[config.mk]
export PLATFORM = sky130hd
export DESIGN_NAME = msca_queue
export DESIGN_NICKNAME = d
export VERILOG_FILES = /design/src/hw/rtl/msca_pkg.sv /design/src/hw/rtl/msca_queue.sv
export SDC_FILE = /design/constraint.sdc
export NUM_CORES = 1
export LEC_CHECK = 0
export BUFFER_PORTS_ARGS = -buffer_cell sky130_fd_sc_hd__buf_2
export CAP_MARGIN = 0
export CORE_ASPECT_RATIO = 1.4
export CORE_MARGIN = 3
export CORE_UTILIZATION = 52
export CTS_CLUSTER_SIZE = 25
export DETAILED_ROUTE_END_ITERATION = 12
export GPL_TIMING_DRIVEN = 0
export PLACE_DENSITY = 0.79
export SLEW_MARGIN = 10
export SYNTH_ARGS = -nofsm -noshare
export SYNTH_HDL_FRONTEND = slang
export SYNTH_SLANG_ARGS = --single-unit
[constraint.sdc]
create_clock -name aclk -period 4.4 [get_ports aclk]
set_input_delay 0.22 -clock aclk [delete_from_list [all_inputs] [get_ports aclk]]
set_output_delay 0.22 -clock aclk [all_outputs]
set_load 0.005 [all_outputs]
[src/hw/rtl/msca_pkg.sv]
// ----------------------------------------------------------------------------
// msca_pkg
// Shared types and constants of the MESI snooping cache array.
// ----------------------------------------------------------------------------
`default_nettype none

package msca_pkg;

    localparam int PROCESSORS    = 4;
    localparam int MAX_SETS      = 64;
    localparam int WAYS          = 4;
    localparam int ADDR_BITS     = 48;
    localparam int STAMP_BITS    = 40;
    localparam int SET_BITS      = $clog2(MAX_SETS);
    localparam int PROC_BITS     = 2;
    localparam int WAY_BITS      = 2;
    localparam int LINES_PER_ROW = PROCESSORS * WAYS;

    localparam logic [STAMP_BITS-1:0] STAMP_MAX = 40'hFF_FFFF_FFFF;

    typedef enum logic [1:0] {
        ST_I = 2'd0,
        ST_S = 2'd1,
        ST_E = 2'd2,
        ST_M = 2'd3
    } coh_t;

    typedef enum logic [2:0] {
        OC_HIT         = 3'd0,
        OC_UPGRADE     = 3'd1,
        OC_TRUE_SHARE  = 3'd2,
        OC_FALSE_SHARE = 3'd3,
        OC_COLD        = 3'd4,
        OC_CONFLICT    = 3'd5
    } outcome_t;

    typedef enum logic [1:0] {
        REG_SET_INDEX    = 2'd0,
        REG_BLOCK_OFFSET = 2'd1,
        REG_WAYS         = 2'd2,
        REG_PROCS        = 2'd3
    } reg_idx_t;

    typedef enum logic [1:0] {
        BK_CLEAR,
        BK_IDLE,
        BK_EVAL,
        BK_WRITE
    } bk_state_t;

    typedef struct packed {
        logic                 action;
        logic [1:0]           requester;
        logic [ADDR_BITS-1:0] access_address;
    } in_item_t;

    typedef struct packed {
        logic [2:0] outcome;
        logic       bus_used;
        logic       copies_found;
        logic       dirty_eviction;
        logic [1:0] way_used;
        logic [1:0] new_line_state;
    } out_item_t;

    typedef struct packed {
        logic [2:0] set_index_bits;
        logic [3:0] block_offset_bits;
        logic [2:0] ways_in_use;
        logic [2:0] processors_in_use;
    } cfg_t;

    // Classified access handed from the front to the back.
    typedef struct packed {
        logic                 active;
        logic                 write;
        logic [PROC_BITS-1:0] proc;
        logic [ADDR_BITS-1:0] addr;
        logic [ADDR_BITS-1:0] cmp_mask;
        logic [SET_BITS-1:0]  set;
        logic [2:0]           nways;
        logic [2:0]           nprocs;
    } work_t;

    typedef struct packed {
        logic                  valid;
        coh_t                  coh;
        logic                  dirty;
        logic [ADDR_BITS-1:0]  addr;
        logic [STAMP_BITS-1:0] stamp;
    } line_t;

    typedef line_t [LINES_PER_ROW-1:0] row_t;

    typedef struct packed {
        logic clearing;
    } bk_status_t;

endpackage

`default_nettype wire

[src/hw/rtl/msca_queue.sv]
// ----------------------------------------------------------------------------
// msca_queue
// Two-entry queue between the front and the back.
// ----------------------------------------------------------------------------
`default_nettype none

module msca_queue
    import msca_pkg::*;
(
    input  wire logic  aclk,
    input  wire logic  aresetn,
    input  wire logic  in_valid,
    output logic       in_ready,
    input  wire work_t in_data,
    output logic       out_valid,
    input  wire logic  out_ready,
    output work_t      out_data
);

    work_t      slot_reg [2];
    logic       wr_ptr_reg, wr_ptr_next;
    logic       rd_ptr_reg, rd_ptr_next;
    logic [1:0] count_reg, count_next;
    logic       push, pop;

    assign in_ready  = (count_reg != 2'd2);
    assign out_valid = (count_reg != 2'd0);
    assign out_data  = slot_reg[rd_ptr_reg];
    assign push      = in_valid && in_ready;
    assign pop       = out_valid && out_ready;

    always_comb begin
        wr_ptr_next = push ? !wr_ptr_reg : wr_ptr_reg;
        rd_ptr_next = pop ? !rd_ptr_reg : rd_ptr_reg;
        count_next  = count_reg + 2'(push) - 2'(pop);
    end

    always_ff @(posedge aclk) begin
        if (!aresetn) begin
            wr_ptr_reg <= 1'b0;
            rd_ptr_reg <= 1'b0;
            count_reg  <= 2'd0;
        end else begin
            wr_ptr_reg <= wr_ptr_next;
            rd_ptr_reg <= rd_ptr_next;
            count_reg  <= count_next;
        end
    end

    always_ff @(posedge aclk) begin
        if (push) begin
            slot_reg[wr_ptr_reg] <= in_data;
        end
    end

endmodule

`default_nettype wire

==> results of run 1 <==
[cell usage after synthesis (all sizes together)]
| cell type | instances |
|---|---|
| nor4 | 1 |
| o21ai | 2 |
| a21bo | 1 |
| edfxtp | 224 |
| xor2 | 1 |
| mux2 | 112 |
| or2 | 1 |
| buf | 12 |
| a21oi | 1 |
| inv | 2 |
| and2 | 1 |
| nor3 | 1 |
| and2b | 1 |
| nor4bb | 1 |
| and3 | 2 |
| o21ba | 1 |
| nor2 | 4 |
| nand3 | 1 |
| o31a | 1 |
| ha | 1 |
| dfxtp | 5 |
| nand2b | 1 |
| nand3b | 1 |
[worst max path at each step]
stage                                  from                   endpoint  slack, ps  cells after the start
floorplan           count_reg[0]$_SDFF_PN0_   slot_reg[1][0]$_DFFE_PP_        690                      2
detailed placement  count_reg[0]$_SDFF_PN0_  slot_reg[1][88]$_DFFE_PP_       2280                      3
global route        count_reg[0]$_SDFF_PN0_  slot_reg[1][34]$_DFFE_PP_       2150                      3
finish              count_reg[0]$_SDFF_PN0_  slot_reg[1][32]$_DFFE_PP_       2300                      3
global placement    count_reg[0]$_SDFF_PN0_  slot_reg[1][81]$_DFFE_PP_       -420                      2
CTS                 count_reg[0]$_SDFF_PN0_  slot_reg[1][32]$_DFFE_PP_       2260                      3
[stage by stage]
stage	TNS (ps)	std cells	setup slack (ps)	hold slack, ps
final	0	956	2300	142
after detailed placement	0	805	2280	411
after floorplan	0	378	689	319
after global routing	0	956	2150	140
after global placement	-47030	803	-425	408
after CTS	0	955	2260	114
[cell type report]
cell class              instances  area, µm²
diodes                          1       2.50
repair buffers                344       2330
clock buffers                  31        583
inverters                       2       12.5
well taps                     196        245
clock inverters                 6       80.1
plain buffers                  12        113
fillers                       900       4060
flip-flops and latches        229       6830
multi-input cells             135       1420
[timing repair]
action,in CTS,in global routing
endpoints found under the setup margin,0,0
buffers inserted,0,0
resized for setup,0,0
hold endpoints to repair,226,0
hold buffers,113,0
[per-layer routing]
layer  track usage  routed length (µm)  share of wire  up-vias
met1         0.222                6270           0.35     2363
met4        0.0699                 552          0.031        0
met3        0.0477                1200          0.067       45
met2         0.377                9970           0.55      192
met5             0                   0              0        -
li1              -                   -              -     2238
[logic make-up (layout without fill, tap and decap cells)]
| logic type | count (synthesis) | after routing | share of synthesized area |
|---|---|---|---|
| AO/OA/AOI/OAI | 6 | 6 | 0.00524 |
| buffers and inverters | 14 | 395 | 0.0144 |
| other | 0 | 1 | 0 |
| XOR/XNOR | 1 | 1 | 0.00105 |
| AND/OR/NAND/NOR | 15 | 15 | 0.0105 |
| flip-flops | 229 | 229 | 0.817 |
| adder cells (fa/ha/maj) | 1 | 1 | 0.00150 |
| multiplexers | 112 | 112 | 0.151 |
[worst max-delay path, stage by stage (launching register included)]
cell and delay, ps:
sky130_fd_sc_hd__dfxtp_1 430, sky130_fd_sc_hd__nand2b_1 200, sky130_fd_sc_hd__and3_4 760, sky130_fd_sc_hd__buf_16 330
[power by group through the flow]
stage	Clock, mW	Combinational, mW	Sequential [mW]
global placement	0	1.01	2.77
CTS	1.78	1.15	2.71
detailed placement	0	1.06	2.75
global route	1.88	1.24	2.73
floorplan	0	0.608	2.75
finish	1.75	1.14	2.71
==> results.py, run 1 <==
metrics = {
    "logic_synthesis": {
        "synth.area.top_cells": "sky130_fd_sc_hd__edfxtp_1 80%, sky130_fd_sc_hd__mux2_2 15%, sky130_fd_sc_hd__dfxtp_1 1.2%, sky130_fd_sc_hd__buf_6 1.1%, sky130_fd_sc_hd__buf_2 0.18%",
        "synth-warning-count": 0,
        "post_synth_instance_area_um2": 8360,
        "yosysSeqAreaShare": 0.817,
        "synth_top_cell_area_share": 0.805,
        "synth_cells": 378,
        "syn_avg_cell_area_um2": 22.1,
        "ys_ff_latch": 229,
        "synth_nets": 495,
        "post_synth_num_cell_types": 25,
        "synth.largest_area_cell": "sky130_fd_sc_hd__edfxtp_1",
    },
    "routing": {
        "dr.first_iter.drc_count": 235,
        "routed_vias_inst": 5.06,
        "wl_per_cell_um": 18.8,
        "detailed_route_via_count": 4838,
        "drtPass1Iterations": 4,
        "detail-route-antenna-nets": 0,
        "total_routed_wirelength_mm": 18.0,
        "drcViolationCount": 0,
    },
    "cells_and_area": {
        "commonest_cells_after_routing_fill_and_taps_aside": "232 x sky130_fd_sc_hd__buf_2, 224 x sky130_fd_sc_hd__edfxtp_1, 113 x sky130_fd_sc_hd__dlygate4sd3_1",
        "largest_register_ffs": 224,
        "fin_area_um2": 11600,
        "syn_to_layout_area_delta_pct": 38.9,
        "commonest_non_fill_non_tap_cell_in_the_layout": "sky130_fd_sc_hd__buf_2",
        "drive_above_1_share": 0.509,
        "design.final.nets": 862,
        "utilization": 0.741,
    },
    "setup_path": {
        "timing.critical_path.fanout_max": 60,
        "worstPathRequired_ps": 4550,
        "ff_to_ff_start": "count_reg[0]$_SDFF_PN0_",
        "worst_setup_path_end_kind": "register",
        "crit_path_dat_ps": 2250,
        "critical_path_startpoint_category": "register",
        "reg2reg_to": "slot_reg[1][32]$_DFFE_PP_",
        "reg2reg_setup_slack_ps": 2300,
        "timing.setup.critical_path_class": "reg -> reg",
        "rr_worst_depth": 3,
    },
    "pwr": {
        "worst_ir_drop_vdd_v": 0.000440,
        "comb_power_share": 0.204,
        "power_per_cell_area_nw_per_um2": 483,
        "finalPower_mw": 5.61,
        "power_switching_mw": 1.31,
        "pwr-share-seq": 0.484,
        "p_int_mw": 4.30,
        "clock_power_share": 0.312,
        "power.leakage_nw": 4.41,
        "power.switching_fraction": 0.234,
    },
    "global_routing": {
        "grt_start_max_net_pins": 67,
        "first_global_vias": 5487,
        "grt_remaining_overflow": 0,
        "grt_first_pass_wirelength_mm": 27.9,
        "grtUsageTotal": 0.202,
        "grt_antenna_before_repair": 1,
    },
    "floorplan": {
        "die_area_um2": 17700,
        "placementRows": 54,
        "num_io_pins": 230,
        "initial_core_util": 0.533,
        "die-height_um": 156,
        "die-width_um": 113,
        "core_area_um2": 15700,
    },
    "placed_design": {
        "placedInstanceArea_um2": 9820,
        "dp_hpwl_mm": 10.7,
        "io_buffer_count": 229,
        "gp_congestion": 0.733,
    },
    "sta": {
        "worst_pin_slew_ps": 866,
        "period_share": 0.477,
        "grt_setup_unrepaired": "no",
        "slew_headroom": 0.423,
        "skew_ps": 9.47,
        "report.final.setup_viol": 0,
        "layout_min_cycle_time_ps": 2100,
        "slew_viol_final": 0,
        "finalHoldViolations": 0,
        "fmaxAchievable_ghz": 0.477,
    },
    "job": {
        "cap_violations": 0,
    },
    "clock_tree": {
        "tritoncts": "done",
        "maximum_root_to_sink_buffer_count": 3,
        "cts_sinks": 229,
        "ctsHtreeMaxLevel": 1,
        "numCtsBuffers": 21,
        "clockRootBuffer": "sky130_fd_sc_hd__clkbuf_16",
        "clock_latency_ps": 490,
        "clkSlewWorstSetupHoldPaths_ps": 60,
    },
    "hold_path": {
        "hold_path_depth": 3,
        "whs_endpoint": "wr_ptr_reg$_SDFFE_PN0P_",
        "worstHoldStart": "in_valid",
        "kind_of_path_behind_the_tightest_hold_check": "in -> reg",
    },
    "run_status": {
        "run_status": "finished clean",
    },
}
No activity file was read; power rests on OpenSTA's default activity.
==> run 2, diff against run 1 <==
--- a/config.mk
+++ b/config.mk
@@ -9,11 +9,11 @@
 export CAP_MARGIN = 0
 export CORE_ASPECT_RATIO = 1.4
 export CORE_MARGIN = 3
-export CORE_UTILIZATION = 52
+export CORE_UTILIZATION = 47
 export CTS_CLUSTER_SIZE = 25
 export DETAILED_ROUTE_END_ITERATION = 12
 export GPL_TIMING_DRIVEN = 0
-export PLACE_DENSITY = 0.79
+export PLACE_DENSITY = 0.76
 export SLEW_MARGIN = 10
 export SYNTH_ARGS = -nofsm -noshare
 export SYNTH_HDL_FRONTEND = slang
==> constraint.sdc (replaced) <==
create_clock -name aclk -period 1.7 [get_ports aclk]
set_input_delay 0.085 -clock aclk [delete_from_list [all_inputs] [get_ports aclk]]
set_output_delay 0.085 -clock aclk [all_outputs]
set_load 0.005 [all_outputs]
==> run 2 against run 1 <==
The flow now finishes with violations (negative setup slack). Power increased to 2.8 times the previous value. Die area grew 10%. First-iteration DRC count rose by 45%.
==> results.py, run 2 (synthesized netlist as in run 1, its figures left out) <==
metrics = {
    "clock_tree": {
        "ctsHtreeMaxLevel": 1,
        "cts_sinks": 229,
        "clockRootBuffer": "sky130_fd_sc_hd__clkbuf_16",
        "clkSlewWorstSetupHoldPaths_ps": 70,
        "tritoncts": "done",
        "numCtsBuffers": 21,
        "maximum_root_to_sink_buffer_count": 3,
        "clock_latency_ps": 500,
    },
    "routing": {
        "highest-signal-layer": "met4",
        "dr.first_iter.drc_count": 341,
        "route.met3.wl_mm": 1.34,
        "met2_wirelength_mm": 10.8,
        "detailed_route_via_count": 4945,
        "drtPass1Iterations": 4,
        "routed_vias_inst": 4.90,
        "detail-route-antenna-nets": 0,
        "wl_per_cell_um": 19.5,
        "total_routed_wirelength_mm": 19.6,
        "routed_metal_1_wirelength_mm": 6.88,
        "drcViolationCount": 0,
    },
    "cells_and_area": {
        "commonest_non_fill_non_tap_cell_in_the_layout": "sky130_fd_sc_hd__edfxtp_1",
        "commonest_cells_after_routing_fill_and_taps_aside": "224 x sky130_fd_sc_hd__edfxtp_1, 163 x sky130_fd_sc_hd__buf_2, 114 x sky130_fd_sc_hd__dlygate4sd3_1",
        "filler_cell_count": 1051,
        "syn_to_layout_area_delta_pct": 50.1,
        "largest_register_ffs": 224,
        "design.final.nets": 875,
        "instances_no_fill": 1009,
        "drive_above_1_share": 0.523,
        "utilization": 0.721,
    },
    "sta": {
        "fin_ws_ps": -77.2,
        "slew_headroom": 0.585,
        "period_share": 1.05,
        "accumulated_negative_setup_slack_ps": -3920,
        "report.final.setup_viol": 112,
        "fmaxAchievable_ghz": 0.563,
        "layout_min_cycle_time_ps": 1780,
        "finalHoldViolations": 0,
        "skew_ps": 14.6,
        "worst_pin_slew_ps": 623,
        "grt_setup_unrepaired": "yes",
        "slew_viol_final": 0,
    },
    "global_routing": {
        "first_global_vias": 5344,
        "grtUsageTotal": 0.179,
        "grt_antenna_before_repair": 3,
        "grt_start_max_net_pins": 64,
        "grt_remaining_overflow": 0,
        "grt_first_pass_wirelength_mm": 27.5,
    },
    "placed_design": {
        "dp.cells": 847,
        "dp_worst_setup_slack_ps": -276,
        "dp_hpwl_mm": 10.7,
        "io_buffer_count": 229,
        "gp_congestion": 0.703,
    },
    "setup_path": {
        "timing.setup.critical_path_class": "reg -> out",
        "worst_setup_path_end_kind": "primary output",
        "timing.critical_path.fanout_max": 10,
        "worstPathRequired_ps": 1620,
        "critical_path_startpoint_category": "register",
        "crit_path_dat_ps": 1690,
        "rr_worst_depth": 5,
        "reg2reg_setup_slack_ps": 80,
    },
    "pwr": {
        "p_int_mw": 11.8,
        "clock_power_share": 0.276,
        "power_per_cell_area_nw_per_um2": 1230,
        "power_switching_mw": 3.64,
        "power.leakage_nw": 4.85,
        "worst_ir_drop_vdd_v": 0.00106,
        "pwr-share-seq": 0.457,
        "comb_power_share": 0.268,
        "power.switching_fraction": 0.236,
    },
    "job": {
        "cap_violations": 0,
    },
    "floorplan": {
        "die-height_um": 164,
        "core_area_um2": 17400,
        "placementRows": 57,
        "initial_core_util": 0.480,
        "die-width_um": 119,
        "die_area_um2": 19400,
        "num_io_pins": 230,
    },
    "run_status": {
        "run_status": "finished, violations left",
        "failed_checks": "negative setup slack",
    },
    "hold_path": {
        "hold_path_depth": 3,
        "kind_of_path_behind_the_tightest_hold_check": "in -> reg",
    },
}
==> run 2: repair_timing <==
item,in CTS,in global routing
pin swaps,1,0
setup endpoints to repair,269,183
endpoints found under the hold margin,229,0
gates resized for setup,20,139
gates cloned,4,2
hold buffers,114,0
buffers inserted,4,1
==> run 2: layout make-up <==
type / count / area [µm²] / area share
sequential: 229 / 6840 / 0.545
timing repair buffer: 354 / 2890 / 0.230
multi-input combinational: 137 / 1680 / 0.134
clock buffer: 27 / 548 / 0.0437
tap: 236 / 295 / 0.0235
buffer: 12 / 210 / 0.0168
clock inverter: 7 / 61.3 / 0.00489
inverter: 2 / 11.3 / 0.000897
antenna: 4 / 10.0 / 0.000798
timing repair inverter: 1 / 7.51 / 0.000598
==> run 2: critical path: stages, from the launching register on <==
cell and delay (ps):
sky130_fd_sc_hd__dfxtp_4 410, sky130_fd_sc_hd__clkbuf_16 180, sky130_fd_sc_hd__buf_12 130, sky130_fd_sc_hd__mux2_2 340, sky130_fd_sc_hd__buf_2 130
==> run 2: per-stage QoR <==
stage               hold slack (ps)  power (mW)  area, µm²
floorplan                       184        8.68       8380
global placement                273        9.77       9820
detailed placement              276        9.88       9910
CTS                            4.03        14.5      11800
global route                   16.9        16.1      12500
finish                         29.0        15.4      12500
==> run 2: power by group through the flow <==
stage                     clock network [mW]  registers (mW)  logic, mW
after floorplan                            0            7.10       1.59
after global placement                     0            7.14       2.63
after detailed placement                   0            7.13       2.76
after CTS                               4.36            7.02       3.16
after global routing                    4.58            7.11       4.39
final                                   4.26            7.06       4.13
==> run 2: routing by layer <==
metal	track usage	vias to the layer above
met4	0.0717	0
met1	0.188	2418
met5	0	-
met3	0.0499	53
li1	-	2269
met2	0.338	205
==> run 2: path summary, 6_finish.rpt <==
path / end / start
setup / recovery: out_data[89] / register
hold / removal: wr_ptr_reg$_SDFFE_PN0P_ / in_valid
setup reg to reg: slot_reg[0][5]$_DFFE_PP_ / count_reg[0]$_SDFF_PN0_
hold reg to reg: rd_ptr_reg$_SDFFE_PN0P_ / rd_ptr_reg$_SDFFE_PN0P_
