==> src/hw/rtl/msca_pkg.sv <==
// ----------------------------------------------------------------------------
// msca_pkg
// Shared types and constants of the MESI snooping cache array.
// ----------------------------------------------------------------------------
`default_nettype none

package msca_pkg;

    localparam int PROCESSORS    = 4;
    localparam int MAX_SETS      = 64;
    localparam int WAYS          = 4;
    localparam int ADDR_BITS     = 48;
    localparam int STAMP_BITS    = 40;
    localparam int SET_BITS      = $clog2(MAX_SETS);
    localparam int PROC_BITS     = 2;
    localparam int WAY_BITS      = 2;
    localparam int LINES_PER_ROW = PROCESSORS * WAYS;

    localparam logic [STAMP_BITS-1:0] STAMP_MAX = 40'hFF_FFFF_FFFF;

    typedef enum logic [1:0] {
        ST_I = 2'd0,
        ST_S = 2'd1,
        ST_E = 2'd2,
        ST_M = 2'd3
    } coh_t;

    typedef enum logic [2:0] {
        OC_HIT         = 3'd0,
        OC_UPGRADE     = 3'd1,
        OC_TRUE_SHARE  = 3'd2,
        OC_FALSE_SHARE = 3'd3,
        OC_COLD        = 3'd4,
        OC_CONFLICT    = 3'd5
    } outcome_t;

    typedef enum logic [1:0] {
        REG_SET_INDEX    = 2'd0,
        REG_BLOCK_OFFSET = 2'd1,
        REG_WAYS         = 2'd2,
        REG_PROCS        = 2'd3
    } reg_idx_t;

    typedef enum logic [1:0] {
        BK_CLEAR,
        BK_IDLE,
        BK_EVAL,
        BK_WRITE
    } bk_state_t;

    typedef struct packed {
        logic                 action;
        logic [1:0]           requester;
        logic [ADDR_BITS-1:0] access_address;
    } in_item_t;

    typedef struct packed {
        logic [2:0] outcome;
        logic       bus_used;
        logic       copies_found;
        logic       dirty_eviction;
        logic [1:0] way_used;
        logic [1:0] new_line_state;
    } out_item_t;

    typedef struct packed {
        logic [2:0] set_index_bits;
        logic [3:0] block_offset_bits;
        logic [2:0] ways_in_use;
        logic [2:0] processors_in_use;
    } cfg_t;

    // Classified access handed from the front to the back.
    typedef struct packed {
        logic                 active;
        logic                 write;
        logic [PROC_BITS-1:0] proc;
        logic [ADDR_BITS-1:0] addr;
        logic [ADDR_BITS-1:0] cmp_mask;
        logic [SET_BITS-1:0]  set;
        logic [2:0]           nways;
        logic [2:0]           nprocs;
    } work_t;

    typedef struct packed {
        logic                  valid;
        coh_t                  coh;
        logic                  dirty;
        logic [ADDR_BITS-1:0]  addr;
        logic [STAMP_BITS-1:0] stamp;
    } line_t;

    typedef line_t [LINES_PER_ROW-1:0] row_t;

    typedef struct packed {
        logic clearing;
    } bk_status_t;

endpackage

`default_nettype wire

==> src/hw/rtl/msca_front.sv <==
// ----------------------------------------------------------------------------
// msca_front
// Accepts accesses, decodes set and block compare mask, checks the processor.
// ----------------------------------------------------------------------------
`default_nettype none

module msca_front
    import msca_pkg::*;
(
    input  wire logic     aclk,
    input  wire logic     aresetn,
    input  wire cfg_t     cfg,
    input  wire logic     s_valid,
    output logic          s_ready,
    input  wire in_item_t s_data,
    output logic          w_valid,
    input  wire logic     w_ready,
    output work_t         w_data
);

    logic  valid_reg, valid_next;
    work_t item_reg, item_next;

    logic [2:0]           nprocs, nways;
    logic [ADDR_BITS-1:0] block;
    logic [7:0]           set_mask;

    assign s_ready = !valid_reg || w_ready;
    assign w_valid = valid_reg;
    assign w_data  = item_reg;

    always_comb begin
        nprocs = cfg.processors_in_use;
        if (nprocs == 3'd0) begin
            nprocs = 3'd1;
        end else if (nprocs > 3'(PROCESSORS)) begin
            nprocs = 3'(PROCESSORS);
        end
        nways = cfg.ways_in_use;
        if (nways == 3'd0) begin
            nways = 3'd1;
        end else if (nways > 3'(WAYS)) begin
            nways = 3'(WAYS);
        end
        block    = s_data.access_address >> cfg.block_offset_bits;
        set_mask = (8'd1 << cfg.set_index_bits) - 8'd1;

        item_next.active   = ({1'b0, s_data.requester} < nprocs);
        item_next.write    = s_data.action;
        item_next.proc     = s_data.requester;
        item_next.addr     = s_data.access_address;
        item_next.cmp_mask = ~((48'd1 << cfg.block_offset_bits) - 48'd1);
        item_next.set      = block[SET_BITS-1:0] & set_mask[SET_BITS-1:0];
        item_next.nways    = nways;
        item_next.nprocs   = nprocs;

        valid_next = valid_reg;
        if (s_valid && s_ready) begin
            valid_next = 1'b1;
        end else if (w_ready) begin
            valid_next = 1'b0;
        end
    end

    always_ff @(posedge aclk) begin
        if (!aresetn) begin
            valid_reg <= 1'b0;
        end else begin
            valid_reg <= valid_next;
        end
    end

    always_ff @(posedge aclk) begin
        if (s_valid && s_ready) begin
            item_reg <= item_next;
        end
    end

endmodule

`default_nettype wire

==> config.mk <==
export PLATFORM = sky130hd
export DESIGN_NAME = msca_front
export DESIGN_NICKNAME = d
export VERILOG_FILES = /design/src/hw/rtl/msca_pkg.sv /design/src/hw/rtl/msca_front.sv
export SDC_FILE = /design/constraint.sdc
export NUM_CORES = 1
export LEC_CHECK = 0
export BUFFER_PORTS_ARGS = -buffer_cell sky130_fd_sc_hd__buf_4
export CORE_MARGIN = 2
export CORE_UTILIZATION = 36
export DETAILED_ROUTE_END_ITERATION = 8
export HOLD_SLACK_MARGIN = 0.03
export PLACE_DENSITY = 0.67
export RECOVER_POWER = 25
export SYNTH_ARGS = -nofsm -noshare
export SYNTH_HDL_FRONTEND = slang
export SYNTH_SLANG_ARGS = --single-unit
==> constraint.sdc <==
create_clock -name aclk -period 6.1 [get_ports aclk]
set_input_delay 0.61 -clock aclk [delete_from_list [all_inputs] [get_ports aclk]]
set_output_delay 0.61 -clock aclk [all_outputs]
set_load 0.02 [all_outputs]
==> run_results.csv, run 1 <==
group,metric,value,unit
sta,slew-limit-headroom,24.2,%
outcome,outcome,"completed",
synthesis,synth_top_area_cell,"edfxtp_1",
synthesis,syn_avg_cell_area,16.4,um2
placement,dp_slack,3.68,ns
synthesis,synth-edff-count,95,
die,die_h,110,um
synthesis,yosys_warnings,0,
run,drv_cap,0,
global_route,grt_pass1_wl,13100,um
die,dieArea,12000,um2
routing,ant_nets,0,
routing,drc_errors,0,
synthesis,synth_cell_types,39,
placement,gp_congestion,0.830,
sta,tightest_slew,1.14,ns
synthesis,synth_common_cells,"edfxtp_1 (95), buf_4 (18), nand2_1 (16)",
placement,hpwl,6560,um
pwr,leakagePower,2.21,nW
clock_tree,clock_path_buffers,2,
setup_path,setup.worst_path.start_class,"input pin",
layout,drive_gt1_share,43.3,%
sta,drv_slew,0,
synthesis,synth_top_area_share,70.9,%
clock_tree,postCtsSetupBuffers,0,
sta,fin_skew,0.00731,ns
synthesis,synth-seq-cells,96,
global_route,antenna_found_initial,0,
synthesis,ys_seq_area_share,71.4,%
synthesis,syn-cell-area,4020,um2
sta,fin_hold_ws,0.452,ns
setup_path,crit_path_end_kind,"register",
setup_path,r2r-end,"w_data[14]$_DFFE_PP_",
setup_path,ff2ff_setup_slack,4.24,ns
die,ios,182,
clock_tree,clk_pin_slew_worst_paths,0.09,ns
clock_tree,htree_levels,3,
layout,nNetsFinal,492,
setup_path,crit_type,"in -> reg",
sta,final.setup.tns,0,ns
die,fp.dieW,110,um
worst_hold_path,min_from,"s_data[43]",
layout,design_area,5480,um2
layout,final_util,50.3,%
die,core_area,10900,um2
global_route,grt_overflow,0,
pwr,p_per_area,257,nW/um2
global_route,grt_max_degree,96,
routing,routedWlPerCell,15.7,um
clock_tree,hold_buffers,0,
setup_path,crit_required,6.29,ns
sta,fin_ws,3.79,ns
synthesis,async_flop_share,0,%
synthesis,synthCells,246,
clock_tree,clock-sinks,96,
layout,areaGrowthSynthToFinish,36.3,%
routing,drtPass1Iterations,4,
sta,clock.fmax,432,MHz
setup_path,worstPathArrival,2.51,ns
clock_tree,clockRootBuffer,"clkbuf_8",
clock_tree,numCtsBuffers,9,
synthesis,synth_most_common_cell,"edfxtp_1",
routing,detail_route.vias_per_cell,4.69,
worst_hold_path,min_to,"w_data[103]$_DFFE_PP_",
clock_tree,cts_tree,"built",
layout,antennaDiodeCount,0,
sta,rsz0062_at_grt,"no",
worst_hold_path,holdPathStages,1,
die,start_util,36.9,%
synthesis,synth_area_leaders,"edfxtp_1 (71%), mux4_2 (6.7%), buf_4 (3.4%)",
worst_hold_path,hold_class,"in -> reg",
pwr,peakVddDrop,0.109,mV
setup_path,r2r-start,"w_valid$_SDFFE_PN0P_",
setup_path,reg2regPathDepth,3,
sta,hold_viol,0,
placement,place_area,5410,um2
routing,via_count,2639,
die,rows,38,
sta,setup_viol,0,
sta,fin_crit,2.31,ns
clock_tree,cts_resized,0,
clock_tree,worstSkewPairLatency,0.35,ns
global_route,grt.total_usage,14.8,%
setup_path,critPathMaxFanout,19,
placement,portBuffers,181,
routing,drt-total-wl,8830,um
global_route,grt_pass1_vias,2547,
sta,period_share,37.9,%
routing,drt_iter0_markers,117,
synthesis,synthFlopType,"edfxtp_1",
==> layer usage <==
layer | global-route usage, % | share of wire [%] | up-vias
met5 | 0 | 0 | -
met4 | 4.61 | 0.85 | 0
met3 | 5.69 | 11 | 7
met2 | 24.3 | 48 | 133
met1 | 17.9 | 40 | 1241
li1 | - | - | 1258
==> kinds of logic after synthesis <==
kind of cell	count (synthesis)	synth area share [%]
DFF	96	71.4
buffers and inverters	42	5.94
and+or+nand+nor	39	4.39
AOI/OAI and AO/OA	36	6.19
muxes	25	9.98
adders and majority gates	5	1.56
xor gates and xnor gates	2	0.436
other	1	0.0932
==> sequential cells by signal (all words and copies together), names as in the netlist <==
| signal | flops |
|---|---|
| w_data | 95 |
| w_valid | 1 |
==> worst max path at each step <==
stage	from	endpoint	slack (ns)	cells after the start
after floorplan	w_ready	w_data[0]$_DFFE_PP_	2.53	2
after global placement	cfg[7]	w_data[22]$_DFFE_PP_	3.75	7
after detailed placement	cfg[7]	w_data[22]$_DFFE_PP_	3.68	7
after CTS	cfg[7]	w_data[22]$_DFFE_PP_	4.07	7
after global routing	cfg[8]	w_data[18]$_DFFE_PP_	3.59	7
final	cfg[8]	w_data[18]$_DFFE_PP_	3.79	7
==> cell usage in the layout (no fill, tap or decap), types with 2 or more instances in the layout <==
master	Yosys	routed
edfxtp_1	95	95
mux2i_1	12	12
o21ai_0	4	4
clkbuf_4	0	32
nand2b_1	2	2
nand2_1	16	16
nor3_1	3	3
a21boi_0	4	4
o211ai_1	2	2
a21oi_1	7	7
or2_2	2	2
clkinv_1	1	2
clkinv_2	0	3
a31oi_1	3	3
o31ai_1	2	2
ha_1	5	5
clkbuf_1	5	29
a21o_1	3	3
nor2_1	10	10
clkbuf_8	0	9
buf_4	18	122
mux4_2	12	12
conb_1	1	10
a32oi_1	3	3
o2bb2ai_1	2	2
inv_1	12	12
==> stage by stage <==
stage	std cells	power, mW
4_1_cts	563	1.44
3_3_place_gp	548	1.05
5_1_grt	563	1.48
2_1_floorplan	255	0.938
3_5_place_dp	548	1.05
6_report	563	1.41
==> worst max-delay path: stages <==
cell and delay [ns]:
clkbuf_1 0.61, nor2_1 0.24, nand2_1 0.16, ha_1 0.41, nor3_1 0.09, a21o_1 0.18, a32oi_1 0.19
==> cell type report <==
class                      instances  area [um2]
timing repair buffer             182        1260
tap                              140         175
multi-input combinational        117         947
clock inverter                     5        48.8
clock buffer                      10         128
sequential                        96        2870
fill                             949        5410
inverter                          13        48.8
==> report_power, final <==
group	switching (mW)	internal, mW	total (mW)	leakage (nW)
logic	0.137	0.102	0.239	1.20
clock network	0.201	0.184	0.385	0.0933
registers	0.0129	0.774	0.787	0.917
total	0.350	1.06	1.41	2.21
No activity file was read; power rests on OpenSTA's default activity.
==> run 2: changes to the inputs <==
--- a/config.mk
+++ b/config.mk
@@ -10,7 +10,7 @@
 export CORE_UTILIZATION = 36
 export DETAILED_ROUTE_END_ITERATION = 8
 export HOLD_SLACK_MARGIN = 0.03
-export PLACE_DENSITY = 0.67
+export PLACE_DENSITY = 0.69
 export RECOVER_POWER = 25
 export SYNTH_ARGS = -nofsm -noshare
 export SYNTH_HDL_FRONTEND = slang
==> constraint.sdc (replaced) <==
create_clock -name aclk -period 2 [get_ports aclk]
set_input_delay 0.2 -clock aclk [delete_from_list [all_inputs] [get_ports aclk]]
set_output_delay 0.2 -clock aclk [all_outputs]
set_load 0.02 [all_outputs]
==> run 2 against run 1 <==
Net effect:
- total power rose to 3.5 times the previous value
- wire length up 13%
- clock-buffer cell count down 1
- largest cell class unchanged
==> run_results.csv, run 2 (same netlist as run 1, synthesis figures left out) <==
group,metric,value,unit
sta,clock.fmax,613,MHz
pwr,switching_share,24.1,%
routing,detail_route.vias_per_cell,4.68,
die,start_util,36.9,%
layout,antennaDiodeCount,0,
pwr,p_comb_share,17.1,%
clock_tree,clock_path_buffers,2,
routing,ant_nets,0,
setup_path,critPathMaxFanout,4,
layout,areaGrowthSynthToFinish,52.8,%
pwr,power.internal,3.71,mW
layout,drive_gt1_share,40.1,%
die,dieArea,12000,um2
die,fp.dieW,110,um
placement,gp_congestion,0.845,
pwr,p_switching,1.18,mW
clock_tree,worstSkewPairLatency,0.38,ns
worst_hold_path,min_from,"s_valid",
worst_hold_path,hold_class,"in -> reg",
setup_path,ff2ff_setup_slack,0.79,ns
routing,drc_errors,0,
setup_path,slowest_stage,"dlygate4sd3_1",
layout,nNetsFinal,549,
layout,layout_common_cells,"buf_4 (129), edfxtp_1 (95), dlygate4sd3_1 (49)",
setup_path,worstPathArrival,1.74,ns
routing,drt_iter0_markers,118,
layout,final_common_cell,"buf_4",
sta,period_share,81.6,%
clock_tree,htree_levels,3,
setup_path,crit_path_end_kind,"register",
routing,routedWlPerCell,16.0,um
pwr,leakagePower,2.50,nW
sta,rsz0062_at_grt,"no",
clock_tree,clockRootBuffer,"clkbuf_8",
setup_path,crit_type,"in -> reg",
global_route,grt_overflow,0,
pwr,p_per_area,795,nW/um2
sta,fin_hold_ws,0.0833,ns
global_route,grt.total_usage,16.4,%
clock_tree,clk_pin_slew_worst_paths,0.09,ns
placement,hpwl,7020,um
placement,portBuffers,181,
pwr,p_clk_share,33.9,%
clock_tree,postCtsSetupBuffers,0,
die,rows,38,
setup_path,setup.worst_path.start_class,"input pin",
outcome,outcome,"completed",
sta,final.setup.tns,0,ns
setup_path,reg2regPathDepth,3,
sta,fin_skew,0.00755,ns
routing,via_count,2904,
sta,drv_slew,0,
clock_tree,clock-sinks,96,
clock_tree,numCtsBuffers,9,
die,core_area,10900,um2
global_route,grt_pass1_wl,14500,um
routing,drt-total-wl,9960,um
worst_hold_path,min_to,"w_valid$_SDFFE_PN0P_",
worst_hold_path,holdPathStages,3,
sta,hold_viol,0,
sta,fin_crit,1.63,ns
setup_path,slowest_delay,0.54,ns
run,drv_cap,0,
setup_path,r2r-start,"w_valid$_SDFFE_PN0P_",
setup_path,startpoint,"s_data[18]",
pwr,peakVddDrop,0.342,mV
setup_path,r2r-end,"w_data[53]$_DFFE_PP_",
die,ios,182,
global_route,antenna_found_initial,0,
global_route,grt_pass1_vias,2838,
routing,drtPass1Iterations,4,
setup_path,cp_cell_sequence,"dlygate4sd3_1, clkbuf_1, mux4_2, o211ai_1, a21boi_0",
die,die_h,110,um
sta,fin_ws,0.368,ns
layout,largest_reg_flops,95,
sta,setup_viol,0,
global_route,grt_max_degree,50,
pwr,seqPwrFrac,49.0,%
placement,dp_slack,0.279,ns
clock_tree,cts_tree,"built",
setup_path,crit_required,2.11,ns
## run 2: cell types whose count changed in the layout (fill, tap and decap cells not counted), sizes merged
cell	delta
clkinv	-3
inv	+1
bufinv	+3
dlygate4sd3	+49
clkbuf	-2
buf	+9
clkinvlp	+1
## run 2: per-layer routing
layer / track usage [%] / vias up / routed length [um]
met5: 0 / - / 0
met4: 6.78 / 0 / 164
met3: 3.97 / 12 / 808
met2: 28.0 / 134 / 4900
met1: 19.9 / 1391 / 4090
li1: - / 1367 / -
## run 2: worst max-delay path by stage
stage	slack (ns)	cells after the start	endpoint
floorplan	0.07	9	w_data[22]$_DFFE_PP_
global placement	0.35	7	w_data[22]$_DFFE_PP_
detailed placement	0.28	7	w_data[26]$_DFFE_PP_
CTS	0.43	5	w_data[9]$_DFFE_PP_
global route	0.26	7	w_data[22]$_DFFE_PP_
finish	0.37	5	w_data[9]$_DFFE_PP_
## run 2: cell type report
class	instances	area [um2]
clock buffers	9	124
clock inverters	7	143
fillers	886	4740
inverters	13	48.8
multi-input cells	117	947
flip-flops and latches	96	2870
well taps	140	175
repair buffers	239	1840
## run 2: power by group through the flow
stage                     Combinational, mW  Sequential (mW)  Clock [mW]
after floorplan                       0.259             2.59           0
after global placement                0.785             2.44           0
after detailed placement              0.790             2.45           0
after CTS                             0.870             2.40        1.69
after global routing                  0.900             2.41        1.77
final                                 0.835             2.40        1.66
## run 2: through the flow
stage | cells | total power, mW | util, % | cell area (um2)
after floorplan | 255 | 2.85 | - | 4060
after global placement | 556 | 3.22 | 50.5 | 5500
after detailed placement | 556 | 3.24 | 50.5 | 5500
after CTS | 621 | 4.96 | 57.4 | 6250
after global routing | 621 | 5.07 | 56.5 | 6150
final | 621 | 4.89 | 56.5 | 6150
## run 2: critical path: cells and delay by family
family / cells / cell delay (ns)
AOI/OAI and AO/OA: 2 / 0.36
muxes: 1 / 0.49
buffers and inverters: 2 / 0.69
## run 2: timing repair
| action | in CTS | in global routing |
|---|---|---|
| endpoints found under the setup margin | 0 | 0 |
| hold buffers | 49 | 0 |
| gates resized for setup | 0 | 0 |
| hold endpoints to repair | 49 | 0 |
==> run 3: changes to the inputs <==
==> constraint.sdc (replaced) <==
create_clock -name aclk -period 1.5 [get_ports aclk]
set_input_delay 0.15 -clock aclk [delete_from_list [all_inputs] [get_ports aclk]]
set_output_delay 0.15 -clock aclk [all_outputs]
set_load 0.02 [all_outputs]
==> run 3 against run 2 <==
Net effect:
- utilization up 0.77 points
- clock skew decreased by 0.0019 ns
- non-clock buffer count rose by 5
- worst hold slack got worse by 0.032 ns
- critical path type unchanged
- wire length fell by 1.5%
- die area stayed put
- first-iteration DRC count fell by 32%
- via count rose by 0.65%
==> run_results.csv, run 3 (same netlist as run 1, synthesis figures left out) <==
group,metric,value,unit
die,rows,38,
routing,detail_route.vias_per_cell,4.67,
layout,finalNonFillerCells,626,
pwr,p_per_area,964,nW/um2
sta,fin_crit,1.47,ns
layout,areaGrowthSynthToFinish,54.9,%
die,ios,182,
routing,ant_nets,0,
pwr,power.internal,4.47,mW
layout,layout_common_cells,"buf_4 (146), edfxtp_1 (95), dlygate4sd3_1 (44)",
placement,hpwl,7180,um
pwr,seqPwrFrac,53.2,%
sta,setup_viol,0,
sta,clock.fmax,682,MHz
clock_tree,htree_levels,3,
pwr,peakVddDrop,0.492,mV
pwr,p_switching,1.54,mW
global_route,grt_pass1_wl,15000,um
setup_path,setup.worst_path.start_class,"input pin",
placement,place_area,5660,um2
global_route,antenna_found_initial,0,
layout,antennaDiodeCount,0,
die,start_util,36.9,%
global_route,grt.total_usage,16.8,%
setup_path,crit_path_end,"w_data[11]$_DFFE_PP_",
setup_path,r2r-end,"w_data[46]$_DFFE_PP_",
setup_path,crit_path_end_kind,"register",
setup_path,critPathMaxFanout,5,
sta,fin_skew,0.00566,ns
pwr,switching_share,25.6,%
sta,hold_viol,0,
setup_path,reg2regPathDepth,3,
setup_path,crit_required,1.71,ns
clock_tree,clockRootBuffer,"clkbuf_8",
setup_path,r2r-start,"w_valid$_SDFFE_PN0P_",
setup_path,ff2ff_setup_slack,0.34,ns
die,core_area,10900,um2
sta,final.setup.tns,0,ns
setup_path,crit_type,"in -> reg",
sta,slew-limit-headroom,65.7,%
die,die_h,110,um
clock_tree,clock-sinks,96,
global_route,grt_overflow,0,
global_route,grt_max_degree,34,
global_route,grt_pass1_vias,2987,
pwr,leakagePower,2.56,nW
layout,final_util,57.2,%
layout,final_common_cell,"buf_4",
clock_tree,cts_tree,"built",
routing,routedWlPerCell,15.7,um
placement,dp.cells,572,
clock_tree,clock_path_buffers,2,
worst_hold_path,hold_class,"in -> reg",
routing,drtPass1Iterations,4,
placement,gp_congestion,0.860,
layout,nNetsFinal,554,
pwr,p_comb_share,19.3,%
outcome,outcome,"completed",
layout,drive_gt1_share,44.7,%
die,fp.dieW,110,um
clock_tree,clk_pin_slew_worst_paths,0.09,ns
layout,design_area,6230,um2
setup_path,worstPathArrival,1.68,ns
sta,tightest_slew,0.515,ns
routing,drt_iter0_markers,80,
placement,portBuffers,181,
routing,drc_errors,0,
clock_tree,numCtsBuffers,9,
pwr,p_clk_share,27.5,%
worst_hold_path,min_from,"aresetn",
die,dieArea,12000,um2
layout,largest_reg_flops,95,
setup_path,startpoint,"s_data[8]",
sta,drv_slew,0,
sta,period_share,97.7,%
clock_tree,worstSkewPairLatency,0.36,ns
routing,via_count,2923,
run,drv_cap,0,
routing,drt-total-wl,9810,um
==> run 3: power by group through the flow <==
stage | sequential, mW | clock, mW | combinational, mW
after global routing | 3.21 | 1.81 | 1.25
final | 3.19 | 1.65 | 1.16
after detailed placement | 3.26 | 0 | 1.10
after floorplan | 3.46 | 0 | 0.368
after CTS | 3.20 | 1.71 | 1.21
after global placement | 3.25 | 0 | 1.08
==> run 3: worst max-delay path, cell delays in order <==
cell and delay (ns):
dlygate4sd3_1 0.54, buf_4 0.13, mux2i_1 0.06, mux4_2 0.49, a21o_1 0.18, a31oi_1 0.13
==> run 3: layout make-up <==
type                            count  area (um2)
Fill cell                         904        4660
Sequential cell                    96        2870
Timing Repair Buffer              244        1960
Multi-Input combinational cell    117         988
Tap cell                          140         175
Clock buffer                       10         128
Clock inverter                      6        60.1
Inverter                           13        48.8
==> run 3: per-layer routing <==
metal	vias to the layer above	share of wire (%)	track usage (%)
met5	-	0	0
met4	0	2.9	8.59
met3	19	7.2	3.91
met2	125	49	28.1
met1	1398	41	20.2
li1	1381	-	-
==> run 3: what timing repair did <==
action / CTS / global route
gates resized for setup: 0 / 12
setup buffers: 0 / 0
endpoints found under the hold margin: 52 / 0
endpoints found under the setup margin: 0 / 6
hold buffers: 52 / 0
==> run 3: how the worst min path moves through the flow <==
stage                            end  slack [ns]  cells after the start
2_1_floorplan  w_data[100]$_DFFE_PP_        0.25                      0
3_3_place_gp    w_data[98]$_DFFE_PP_        0.33                      1
3_5_place_dp   w_data[110]$_DFFE_PP_        0.33                      1
4_1_cts         w_valid$_SDFFE_PN0P_        0.04                      2
5_1_grt         w_valid$_SDFFE_PN0P_        0.05                      2
6_report        w_valid$_SDFFE_PN0P_        0.05                      2
==> run 3: stage by stage <==
stage	total power [mW]	hold WS (ns)	setup slack (ns)
final	6.01	0.0514	0.0341
after global placement	4.33	0.328	-0.0295
after CTS	6.11	0.0356	0.0148
after global routing	6.28	0.0460	-0.00172
after detailed placement	4.36	0.330	-0.0958
after floorplan	3.83	0.249	-0.112
